File: src/hw/rtl/dtrh_pkg.sv
// Shared constants and types for the dual-text rolling hash match unit.
package dtrh_pkg;

  localparam int MAX_PATTERN = 64;
  localparam int COUNT_WIDTH = 16;
  localparam int LEN_W = $clog2(MAX_PATTERN + 1);
  localparam int ADDR_W = (MAX_PATTERN > 1) ? $clog2(MAX_PATTERN) : 1;
  localparam int BYTE_W = 8;
  localparam int HASH_W = 16;
  localparam int TOTAL_W = 16;
  localparam int PROD_W = BYTE_W + HASH_W;

  localparam logic [HASH_W-1:0] MODULUS_RESET = 16'd101;

  localparam logic FUNC_PATTERN = 1'b0;
  localparam logic FUNC_TEXT = 1'b1;

  typedef logic [BYTE_W-1:0] byte_t;
  typedef logic [HASH_W-1:0] hash_t;
  typedef logic [TOTAL_W-1:0] total_t;
  typedef logic [2*BYTE_W-1:0] pair_t;

endpackage

File: src/hw/rtl/dtrh_req_if.sv
// Input channel: pattern bytes and text byte pairs.
interface dtrh_req_if;
  logic valid;
  logic ready;
  logic func;
  logic first;
  dtrh_pkg::byte_t byte_a;
  dtrh_pkg::byte_t byte_b;

  modport source (output valid, func, first, byte_a, byte_b, input ready);
  modport sink (input valid, func, first, byte_a, byte_b, output ready);
endinterface

File: src/hw/rtl/dtrh_rsp_if.sv
// Output channel: per-window match flag and running match total.
interface dtrh_rsp_if;
  logic valid;
  logic ready;
  logic window_match;
  dtrh_pkg::total_t match_total;

  modport source (output valid, window_match, match_total, input ready);
  modport sink (input valid, window_match, match_total, output ready);
endinterface

File: src/hw/rtl/dual_text_rolling_hash_match_unit.sv
// Top level of the dual-text rolling hash match unit.
// Text pair: ops LM to NB (none for an empty pattern), then the result is registered in ST_DONE;
// a result still held at the output holds the next one back and stalls the input.
// Pattern byte: hash step (first byte) or hash and power steps, none once full; no result.
// One modulo reducer folds 8 dividend bits per cycle, fed by one multiplier; window bytes in a RAM.
// Reset (rst, synchronous): modulus 101, pattern empty, hashes and count cleared; no clearing pass.
module dual_text_rolling_hash_match_unit (
  input  logic                     clk,
  input  logic                     rst,
  input  logic                     cfg_wr_en,
  input  logic [15:0]              cfg_wr_data,
  dtrh_req_if.sink                 req,
  dtrh_rsp_if.source               rsp
);

  localparam int LEN_W = dtrh_pkg::LEN_W;
  localparam int ADDR_W = dtrh_pkg::ADDR_W;
  localparam int HASH_W = dtrh_pkg::HASH_W;
  localparam int BYTE_W = dtrh_pkg::BYTE_W;
  localparam int PROD_W = dtrh_pkg::PROD_W;
  localparam int COUNT_WIDTH = dtrh_pkg::COUNT_WIDTH;
  localparam int TOTAL_W = dtrh_pkg::TOTAL_W;
  localparam int MAX_PATTERN = dtrh_pkg::MAX_PATTERN;

  localparam logic [2:0] ST_IDLE  = 3'd0;
  localparam logic [2:0] ST_LOAD  = 3'd1;
  localparam logic [2:0] ST_RED   = 3'd2;
  localparam logic [2:0] ST_APPLY = 3'd3;
  localparam logic [2:0] ST_DONE  = 3'd4;

  localparam logic [3:0] OP_PH = 4'd0;
  localparam logic [3:0] OP_LP = 4'd1;
  localparam logic [3:0] OP_LM = 4'd2;
  localparam logic [3:0] OP_PM = 4'd3;
  localparam logic [3:0] OP_DA = 4'd4;
  localparam logic [3:0] OP_HA = 4'd5;
  localparam logic [3:0] OP_NA = 4'd6;
  localparam logic [3:0] OP_DB = 4'd7;
  localparam logic [3:0] OP_HB = 4'd8;
  localparam logic [3:0] OP_NB = 4'd9;

  localparam logic [TOTAL_W-1:0] TOTAL_MAX = {TOTAL_W{1'b1}};

  dtrh_pkg::hash_t hash_modulus;
  dtrh_pkg::hash_t m_eff;
  dtrh_pkg::hash_t ph;
  dtrh_pkg::hash_t lp;
  dtrh_pkg::hash_t lm;
  dtrh_pkg::hash_t pm;
  dtrh_pkg::hash_t ha;
  dtrh_pkg::hash_t hb;
  dtrh_pkg::hash_t term;
  dtrh_pkg::hash_t red_r;
  dtrh_pkg::hash_t load_init;
  dtrh_pkg::hash_t sub_v;
  logic [PROD_W-1:0] red_x;
  logic [PROD_W-1:0] load_x;
  logic [PROD_W-1:0] prod;
  logic [1:0] red_cnt;
  logic [1:0] load_cnt;
  logic [LEN_W-1:0] plen;
  logic [LEN_W-1:0] plen_eff;
  logic [LEN_W-1:0] seen;
  logic [LEN_W-1:0] seen_next;
  logic [LEN_W-1:0] wpos_inc;
  logic [ADDR_W-1:0] wpos;
  logic [COUNT_WIDTH-1:0] count;
  logic [COUNT_WIDTH-1:0] count_next;
  dtrh_pkg::byte_t a_reg;
  dtrh_pkg::byte_t b_reg;
  dtrh_pkg::byte_t old_byte;
  dtrh_pkg::pair_t mem [MAX_PATTERN];
  dtrh_pkg::pair_t rd_pair;
  logic full;
  logic hit;
  logic hit_next;
  logic [2:0] state;
  logic [3:0] op;
  logic accept;
  logic mem_we;
  logic out_valid;
  logic out_match;
  dtrh_pkg::total_t out_total;

  function automatic dtrh_pkg::hash_t red8(dtrh_pkg::hash_t r, dtrh_pkg::byte_t bits,
                                           dtrh_pkg::hash_t m);
    logic [HASH_W:0] t;
    dtrh_pkg::hash_t acc;
    acc = r;
    for (int i = BYTE_W - 1; i >= 0; i--) begin
      t = {acc, bits[i]};
      if (t >= {1'b0, m}) begin
        t = t - {1'b0, m};
      end
      acc = t[HASH_W-1:0];
    end
    return acc;
  endfunction

  function automatic dtrh_pkg::total_t total_of(logic [COUNT_WIDTH-1:0] c);
    if (COUNT_WIDTH > TOTAL_W && c > COUNT_WIDTH'(TOTAL_MAX)) begin
      return TOTAL_MAX;
    end
    return TOTAL_W'(c);
  endfunction

  assign m_eff = (hash_modulus == '0) ? HASH_W'(1) : hash_modulus;
  assign accept = req.valid && req.ready;
  assign req.ready = (state == ST_IDLE);
  assign rsp.valid = out_valid;
  assign rsp.window_match = out_match;
  assign rsp.match_total = out_total;

  assign plen_eff = req.first ? '0 : plen;
  assign old_byte = !full ? '0 : (op == OP_DA) ? rd_pair[2*BYTE_W-1:BYTE_W]
                                               : rd_pair[BYTE_W-1:0];
  assign prod = PROD_W'(old_byte) * PROD_W'(lm);
  assign sub_v = (red_r >= term) ? red_r - term
               : HASH_W'({1'b0, red_r} + {1'b0, m_eff} - {1'b0, term});
  assign seen_next = full ? seen : seen + LEN_W'(1);
  assign wpos_inc = LEN_W'(wpos) + LEN_W'(1);
  assign hit_next = (seen_next >= plen) && (ha == pm) && (red_r == pm);
  assign count_next = (hit_next && !(&count)) ? count + COUNT_WIDTH'(1) : count;
  assign mem_we = (state == ST_APPLY) && (op == OP_NB);

  always_comb begin
    load_init = '0;
    load_x = '0;
    load_cnt = 2'd2;
    unique case (op) inside
      OP_PH: begin
        load_x = {ph, a_reg};
        load_cnt = 2'd3;
      end
      OP_LP: begin
        load_x = {lp, {BYTE_W{1'b0}}};
        load_cnt = 2'd3;
      end
      OP_LM: load_x = {lp, {BYTE_W{1'b0}}};
      OP_PM: load_x = {ph, {BYTE_W{1'b0}}};
      OP_DA, OP_DB: begin
        load_x = prod;
        load_cnt = 2'd3;
      end
      OP_HA: load_x = {ha, {BYTE_W{1'b0}}};
      OP_HB: load_x = {hb, {BYTE_W{1'b0}}};
      OP_NA: begin
        load_init = term;
        load_x = {a_reg, {HASH_W{1'b0}}};
        load_cnt = 2'd1;
      end
      OP_NB: begin
        load_init = term;
        load_x = {b_reg, {HASH_W{1'b0}}};
        load_cnt = 2'd1;
      end
      default: load_x = '0;
    endcase
  end

  always_ff @(posedge clk) begin
    if (rst) begin
      hash_modulus <= dtrh_pkg::MODULUS_RESET;
    end else if (cfg_wr_en) begin
      hash_modulus <= cfg_wr_data;
    end
  end

  always_ff @(posedge clk) begin
    if (accept && req.func == dtrh_pkg::FUNC_TEXT) begin
      rd_pair <= mem[wpos];
    end
    if (mem_we) begin
      mem[wpos] <= {a_reg, b_reg};
    end
  end

  always_ff @(posedge clk) begin
    if (rst) begin
      state <= ST_IDLE;
      op <= OP_PH;
      ph <= '0;
      lp <= HASH_W'(1);
      plen <= '0;
      ha <= '0;
      hb <= '0;
      seen <= '0;
      wpos <= '0;
      count <= '0;
      out_valid <= 1'b0;
    end else begin
      if (out_valid && rsp.ready && state != ST_DONE) begin
        out_valid <= 1'b0;
      end
      unique case (state)
        ST_IDLE: begin
          if (accept) begin
            a_reg <= req.byte_a;
            b_reg <= req.byte_b;
            if (req.func == dtrh_pkg::FUNC_PATTERN) begin
              if (req.first) begin
                ph <= '0;
                lp <= HASH_W'(1);
                plen <= '0;
                count <= '0;
              end
              ha <= '0;
              hb <= '0;
              seen <= '0;
              wpos <= '0;
              if (plen_eff < LEN_W'(MAX_PATTERN)) begin
                op <= OP_PH;
                state <= ST_LOAD;
              end
            end else begin
              full <= (seen >= plen);
              if (plen == '0) begin
                hit <= 1'b0;
                state <= ST_DONE;
              end else begin
                op <= OP_LM;
                state <= ST_LOAD;
              end
            end
          end
        end
        ST_LOAD: begin
          red_r <= load_init;
          red_x <= load_x;
          red_cnt <= load_cnt;
          state <= ST_RED;
        end
        ST_RED: begin
          red_r <= red8(red_r, red_x[PROD_W-1:PROD_W-BYTE_W], m_eff);
          red_x <= red_x << BYTE_W;
          red_cnt <= red_cnt - 2'd1;
          if (red_cnt == 2'd1) begin
            state <= ST_APPLY;
          end
        end
        ST_APPLY: begin
          unique case (op)
            OP_PH: begin
              ph <= red_r;
              if (plen >= LEN_W'(1)) begin
                op <= OP_LP;
                state <= ST_LOAD;
              end else begin
                plen <= plen + LEN_W'(1);
                state <= ST_IDLE;
              end
            end
            OP_LP: begin
              lp <= red_r;
              plen <= plen + LEN_W'(1);
              state <= ST_IDLE;
            end
            OP_LM: begin
              lm <= red_r;
              op <= OP_PM;
              state <= ST_LOAD;
            end
            OP_PM: begin
              pm <= red_r;
              op <= OP_DA;
              state <= ST_LOAD;
            end
            OP_DA: begin
              term <= red_r;
              op <= OP_HA;
              state <= ST_LOAD;
            end
            OP_HA: begin
              term <= sub_v;
              op <= OP_NA;
              state <= ST_LOAD;
            end
            OP_NA: begin
              ha <= red_r;
              op <= OP_DB;
              state <= ST_LOAD;
            end
            OP_DB: begin
              term <= red_r;
              op <= OP_HB;
              state <= ST_LOAD;
            end
            OP_HB: begin
              term <= sub_v;
              op <= OP_NB;
              state <= ST_LOAD;
            end
            OP_NB: begin
              hb <= red_r;
              seen <= seen_next;
              wpos <= (wpos_inc >= plen) ? '0 : ADDR_W'(wpos_inc);
              hit <= hit_next;
              count <= count_next;
              state <= ST_DONE;
            end
            default: state <= ST_IDLE;
          endcase
        end
        ST_DONE: begin
          if (!out_valid || rsp.ready) begin
            out_valid <= 1'b1;
            out_match <= hit;
            out_total <= total_of(count);
            state <= ST_IDLE;
          end
        end
        default: state <= ST_IDLE;
      endcase
    end
  end

  a_wpos_in_window: assert property (@(posedge clk) disable iff (rst)
    plen != '0 |-> LEN_W'(wpos) < plen)
    else $error("window write position beyond pattern length");

  a_seen_bounded: assert property (@(posedge clk) disable iff (rst)
    seen <= plen)
    else $error("text byte count exceeds pattern length");

  a_result_from_done: assert property (@(posedge clk) disable iff (rst)
    $rose(rsp.valid) |-> $past(state == ST_DONE))
    else $error("result raised outside completion");

  a_count_monotonic: assert property (@(posedge clk) disable iff (rst)
    !$past(rst) && !$past(accept && req.func == dtrh_pkg::FUNC_PATTERN && req.first)
    |-> count >= $past(count))
    else $error("match count decreased without restart");

endmodule

File: src/flat_wrapper.sv
// flat-port wrapper written by rule: the top's interface ports become plain ports
module dual_text_rolling_hash_match_unit_flat 
  (clk, rst, cfg_wr_en, cfg_wr_data, req_valid, req_func, req_first, req_byte_a, req_byte_b, req_ready, rsp_valid, rsp_window_match, rsp_match_total, rsp_ready);
  dtrh_req_if req_i ();
  dtrh_rsp_if rsp_i ();
  input  logic clk;
  input  logic rst;
  input  logic cfg_wr_en;
  input  logic [15:0] cfg_wr_data;
  input wire logic [$bits(req_i.valid)-1:0] req_valid;
  input wire logic [$bits(req_i.func)-1:0] req_func;
  input wire logic [$bits(req_i.first)-1:0] req_first;
  input wire logic [$bits(req_i.byte_a)-1:0] req_byte_a;
  input wire logic [$bits(req_i.byte_b)-1:0] req_byte_b;
  output wire logic [$bits(req_i.ready)-1:0] req_ready;
  output wire logic [$bits(rsp_i.valid)-1:0] rsp_valid;
  output wire logic [$bits(rsp_i.window_match)-1:0] rsp_window_match;
  output wire logic [$bits(rsp_i.match_total)-1:0] rsp_match_total;
  input wire logic [$bits(rsp_i.ready)-1:0] rsp_ready;
  assign req_i.valid = req_valid;
  assign req_i.func = req_func;
  assign req_i.first = req_first;
  assign req_i.byte_a = req_byte_a;
  assign req_i.byte_b = req_byte_b;
  assign req_ready = req_i.ready;
  assign rsp_valid = rsp_i.valid;
  assign rsp_window_match = rsp_i.window_match;
  assign rsp_match_total = rsp_i.match_total;
  assign rsp_i.ready = rsp_ready;
  dual_text_rolling_hash_match_unit u_core (.clk(clk), .rst(rst), .cfg_wr_en(cfg_wr_en), .cfg_wr_data(cfg_wr_data), .req(req_i), .rsp(rsp_i));
endmodule
File: config.mk
export PLATFORM = sky130hd
export DESIGN_NAME = dual_text_rolling_hash_match_unit_flat
export DESIGN_NICKNAME = d
export VERILOG_FILES = /design/src/hw/rtl/dtrh_pkg.sv /design/src/hw/rtl/dtrh_req_if.sv /design/src/hw/rtl/dtrh_rsp_if.sv /design/src/hw/rtl/dual_text_rolling_hash_match_unit.sv /design/src/flat_wrapper.sv
export SDC_FILE = /design/constraint.sdc
export NUM_CORES = 2
export LEC_CHECK = 0
export BUFFER_PORTS_ARGS = -buffer_cell sky130_fd_sc_hd__buf_2
export CAP_MARGIN = 20
export CORE_UTILIZATION = 51
export CTS_BUF_LIST = sky130_fd_sc_hd__clkbuf_8
export DETAILED_ROUTE_END_ITERATION = 10
export GPL_ROUTABILITY_DRIVEN = 0
export PLACE_DENSITY = 0.66
export RECOVER_POWER = 25
export SYNTH_ARGS = -nofsm -noshare
export SYNTH_HDL_FRONTEND = slang
export SYNTH_SLANG_ARGS = --single-unit
File: constraint.sdc
create_clock -name clk -period 36.9 [get_ports clk]
set_input_delay 3.69 -clock clk [delete_from_list [all_inputs] [get_ports clk]]
set_output_delay 3.69 -clock clk [all_outputs]
set_load 0.005 [all_outputs]
Yosys cells after proc, flatten, opt, wreduce, memory -nomap -nowiden:

Memory sizes are Yosys's and may differ from the RTL's. A register that Yosys moved wholly into a read port is not among the register bits.
Index checks and enable logic that the tools add are counted.

* RAM bits: 1024
* register bits: 249
* bits of input ports: 39
* output and inout port bits: 19
* memories: 1
* logic and storage cells: 227

* magnitude comparators: 14
* reductions and logical operators: 41
* bitwise operators: 1
* equality and inequality tests: 35
* multiply operators: 1
* add/sub/neg operators: 16
* mux-type cells: 94

Memories
* u_core.mem: depth 64, bits a word 16, read ports 1, clocked after Yosys merged registers in 1, write ports 1, RTL line dual_text_rolling_hash_match_unit.sv:72 `dtrh_pkg::pair_t mem [MAX_PATTERN];`

Operator list (count)
* two-way mux 16 bit: 39
* one-hot mux 16 bit (2 select lines): 7
* one-hot mux 24 bit (8 select lines): 1
* subtractor 16 bit: 10
* >= comparator 17 x 16 -> 1 bit: 8
* two-way mux 7 bit: 8
* one-hot mux 24 bit (2 select lines): 1
* one-hot mux 7 bit (2 select lines): 3
* == test 16 bit: 2
* one-hot mux 4 bit (8 select lines): 1
* multiplier 8 x 16 -> 24 bit: 1
* two-way mux 6 bit: 4
* >= comparator 7 bit: 3
* two-way mux 4 bit: 5
* two-way mux 3 bit: 6
* inequality test 2 bit, second input constant: 9
* inequality test 3 bit, second input constant: 6
* AND reduction 6 bit: 3
* adder 16 x 1 -> 16 bit, second input constant: 1
* adder 16 bit: 1
* == test 4 x 3 -> 1 bit, second input constant: 4
* >= comparator 16 bit: 1
* zero test 16 bit: 1
* two-way mux 8 bit: 2
* other kinds (37): 75

Depth between registers and ports, before layout:

* depth in word-level cells: 33
* gate-level depth with buffers: 122
* depth with buffers taken out: 113

Worst setup path before layout:

Ideal clock, no wire load.

* path kind: reg2reg
* start: register u_core.hash_modulus[15]
* end: register u_core.red_r[10] (data pin)
* stages on the path, launching flop included: 116
* period minus slack after synthesis: 22.551 ns
* path slack: 14.349 ns
* library setup time: 0.269 ns
* required time: 36.631 ns
* buffers on the path: 12
* arrival time: 22.282 ns
* cell sequence: dfxtp_1 nor4_1 a41o_1 ha_1 nor2b_1 o31a_1 nor4_1 o21a_2 a211oi_4 nand2b_1 buf_2 buf_2 clkbuf_1 o21ai_0 ha_1 a21oi_1 o21ai_0 or3_1 [... 80 more ...] inv_1 ha_1 o21ai_0 a21boi_0 o21ai_0 nand2b_1 a21oi_1 o21bai_1 a31oi_1 a211o_1 o21a_1 o21ai_0 a211o_1 a31oi_1 o211ai_4 buf_4 a32oi_1 o31ai_1

* cells in the longest elaborated chain, start to end: 33
* elaborated cells between the ends (all ways): 41
* those cells by class: add/sub: 8; order compare: 8; mux: 24; reduce/logical: 1

Ends and longest elaborated chain
* from (decl): RTL line dual_text_rolling_hash_match_unit.sv:44 `dtrh_pkg::hash_t hash_modulus;`
* from (signal assigned): RTL line dual_text_rolling_hash_match_unit.sv:163 `hash_modulus <= dtrh_pkg::MODULUS_RESET;`
* from (signal assigned): RTL line dual_text_rolling_hash_match_unit.sv:165 `hash_modulus <= cfg_wr_data;`
* zero test 16 bit: RTL line dual_text_rolling_hash_match_unit.sv:107 `assign m_eff = (hash_modulus == '0) ? HASH_W'(1) : hash_modulus;`
* two-way mux 16 bit (*): RTL line dual_text_rolling_hash_match_unit.sv:107
* subtractor 16 bit / >= comparator 17 x 16 -> 1 bit (equally long branches): RTL line dual_text_rolling_hash_match_unit.sv:93, dual_text_rolling_hash_match_unit.sv:92
* two-way mux 16 bit: RTL line dual_text_rolling_hash_match_unit.sv:92 `if (t >= {1'b0, m}) begin`
* two-way mux 16 bit: RTL line dual_text_rolling_hash_match_unit.sv:195 `unique case (state)`
* two-way mux 16 bit: RTL line dual_text_rolling_hash_match_unit.sv:179 `if (rst) begin`
* subtractor 16 bit / >= comparator 17 x 16 -> 1 bit (equally long branches): RTL line dual_text_rolling_hash_match_unit.sv:93, dual_text_rolling_hash_match_unit.sv:92
* two-way mux 16 bit: RTL line dual_text_rolling_hash_match_unit.sv:92
* [... 17 more ...]
* two-way mux 16 bit: RTL line dual_text_rolling_hash_match_unit.sv:179
* subtractor 16 bit / >= comparator 17 x 16 -> 1 bit (equally long branches): RTL line dual_text_rolling_hash_match_unit.sv:93, dual_text_rolling_hash_match_unit.sv:92
* two-way mux 16 bit: RTL line dual_text_rolling_hash_match_unit.sv:92
* two-way mux 16 bit: RTL line dual_text_rolling_hash_match_unit.sv:195
* two-way mux 16 bit: RTL line dual_text_rolling_hash_match_unit.sv:179
* subtractor 16 bit / >= comparator 17 x 16 -> 1 bit (equally long branches): RTL line dual_text_rolling_hash_match_unit.sv:93, dual_text_rolling_hash_match_unit.sv:92
* two-way mux 16 bit (*): RTL line dual_text_rolling_hash_match_unit.sv:92
* one-hot mux 16 bit (2 select lines) (*): RTL line dual_text_rolling_hash_match_unit.sv:195
* to (signal assigned): RTL line dual_text_rolling_hash_match_unit.sv:228 `red_r <= load_init;`
* to (signal assigned): RTL line dual_text_rolling_hash_match_unit.sv:234 `red_r <= red8(red_r, red_x[PROD_W-1:PROD_W-BYTE_W], m_eff);`
* to (decl): RTL line dual_text_rolling_hash_match_unit.sv:53 `dtrh_pkg::hash_t red_r;`

Mark *: on every way between the ends. The rest lies on a longest branch, timed or not. The select of a mux whose other input is x is not followed.
A chain may end at the register's enable or synchronous reset.

Worst setup path in the final report:

* start: register u_core.hash_modulus[1]
* end: register u_core.red_r[11] (data pin)

Same word-level chain as after synthesis.

==> flow_metrics.tcl <==
set metrics [dict create \
    run_status "finished with violations" \
    failed_checks "capacitance limit, slew limit" \
    crit_slowest_cell "a311oi_4" \
    cp-start-kind "flop" \
    cts_setup_buffers 0 \
    cp_top_family "compound AO/OA/AOI/OAI gates" \
    antenna_left 0 \
    nFillCells 9594 \
    grt_antenna_before_repair 10 \
    async_flop_share 0 \
    slowest_delay_ns 0.90 \
    synth_fp_nets 5155 \
    fin_tns_setup_ns 0 \
    grt_busiest_layer "met2" \
    layout_commonest_cell "edfxtp_1" \
    nNetsFinal 5342 \
    clock-sinks 1289 \
    num_rows 126 \
    grt_max_degree 82 \
    cts_max_level 4 \
    clock_path_buffers 3 \
    finalHoldViolations 0 \
    routedWlPerCell_um 26.67 \
    synth-edff-count 1165 \
    ys_seq_area_frac 0.6148 \
    synthCells 4776 \
    hp-class "flop to flop" \
    area_growth_syn_to_layout_pct 10.59 \
    maxCapViolations 15 \
    period_minus_slack_ns 26.90 \
    clk_pin_slew_worst_paths_ns 0.06 \
    die_area_um2 120900 \
    synth_area_um2 60940 \
    vias 41810 \
    track_usage 0.2913 \
    syn_avg_cell_area_um2 12.76 \
    multi_input_area_um2 21750 \
    fmaxAchievable_mhz 37.17 \
    wl_mm 177.6 \
    grt_use_met3 0.05087 \
    drv_slew 604 \
    grt_pass1_vias 40690 \
    numCtsBuffers 201 \
    period_share 0.7290 \
    clk-insertion-delay-late_ns 0.93 \
    final_cell_mix "1165 x edfxtp_1, 367 x a22oi_1, 343 x nor2_1" \
    use_met1 0.3886 \
    yosysWarnings 0 \
    largest_reg_flops 1024 \
    rsz0062_at_grt "false" \
    grt_pass1_wl_mm 261.3 \
    slew_headroom -1.419 \
    path_buf_inv 3 \
    cp.arrival_ns 27.54 \
    layout_setup_ws_ns 9.999 \
    yosys_register_bits 1289 \
    worst_pin_slew_ns 3.628 \
    synth.distinct_cells 76 \
    drtIter0Drc 4720 \
    dp_slack_ns 10.71 \
    synth_ff_type "edfxtp_1" \
    drive_gt1_frac 0.1045 \
    crit_type "flop to flop" \
    reg_top3 "u_core.mem x1024, u_core.red_x x24" \
    cts_tree "yes" \
    drtPass1Iterations 8 \
    crit_path_max_fanout 28 \
    cts-root-buf "clkbuf_8" \
    end_kind "flop" \
    core-area_um2 118200 \
    drc 0 \
    die_w_um 347.7 \
    cp.required_ns 37.54 \
    hold_ws_ns 0.4374 \
    portBuffers 57 \
    met2_usage 0.4729 \
    via_per_inst 6.279 \
    initial_core_util 0.5154 \
    crit_top_cell "o21ai_0" \
    ctsResizeCount 0 \
    hold_buffers 0 \
    die_y_um 347.7 \
    regMostFlops "u_core.mem" \
    overflow 0 \
    hpwl_mm 112.2 \
    finalSetupViolations 0 \
    io_pins 58 \
    skew_ns 0.06195 \
    register_area_um2 37470 \
]
[final timing paths]
| path | start | endpoint | slack, ns | depth (start not counted) |
|---|---|---|---|---|
| setup / recovery | u_core.hash_modulus[1]$_SDFFE_PP0P_ | u_core.red_r[11]$_DFFE_PP_ | 10.0 | 98 |
| hold / removal | u_core.hit$_SDFFCE_PN0P_ | u_core.rsp.window_match$_DFFE_PP_ | 0.44 | 0 |
| setup reg to reg | u_core.hash_modulus[1]$_SDFFE_PP0P_ | u_core.red_r[11]$_DFFE_PP_ | 10.0 | 98 |
| hold reg to reg | u_core.hit$_SDFFCE_PN0P_ | u_core.rsp.window_match$_DFFE_PP_ | 0.44 | 0 |
[layout make-up]
cell class                 instances  area share
antenna                            3   0.0001114
clock buffer                     211     0.04309
timing repair buffer             217     0.02196
sequential                      1289      0.5559
tap                             1536     0.02852
clock inverter                   149     0.01316
multi-input combinational       2993      0.3227
inverter                         261     0.01454
[synth_stat cells, types with 30 or more instances]
library cell,number,area [um2]
a22o_1,90,788.3
xor2_1,58,508.0
o21ai_0,153,765.7
nor2b_1,39,244.0
a21o_1,45,337.8
ha_1,232,2903
inv_1,261,979.7
a31oi_1,98,613.1
mux2i_1,36,360.4
nor3_1,57,285.3
edfxtp_1,1165,34980
buf_1,36,135.1
nand2_1,276,1036
a221oi_1,103,902.1
and2_1,72,450.4
a22oi_1,367,2755
nand4_1,81,506.7
dfxtp_1,124,2482
nand3_1,57,285.3
a21oi_1,282,1411
clkbuf_1,190,713.2
mux2_2,30,337.8
nand2b_1,47,294.0
fa_1,108,2162
nor2_1,347,1303
xnor2_1,105,919.6
[kinds of logic after synthesis]
group | after synthesis | synth area share
fa+ha+maj | 340 | 0.08311
mux | 70 | 0.01238
compound gates | 1337 | 0.1516
buf+inv | 494 | 0.03076
simple gates | 1083 | 0.08399
flops | 1289 | 0.6148
xor+xnor | 163 | 0.02343
[metal layers]
metal / part of all wire / vias up
met5: 0 / -
met4: 0.040 / 0
met3: 0.087 / 359
met2: 0.47 / 2074
met1: 0.40 / 20730
li1: - / 18650
[through the flow]
step           cells  area, um2    util
4_1_cts         6656      67470  0.5706
3_5_place_dp    6296      63680  0.5386
2_1_floorplan   4776      60940       -
5_1_grt         6658      67390  0.5700
6_report        6659      67400  0.5700
3_3_place_gp    6294      63650  0.5384
[worst reg2reg max path: cells and delay by family, from the launching register on]
family | cells | cell delay (ns)
AOI/OAI and AO/OA | 65 | 16.83
muxes | 4 | 1.64
and+or+nand+nor | 18 | 4.67
adders and majority gates | 8 | 2.78
buffers and inverters | 3 | 0.29
DFF | 1 | 0.44
Power is not shown: default switching activity piles up to over one toggle a cycle in this logic, so the estimate is an artifact.
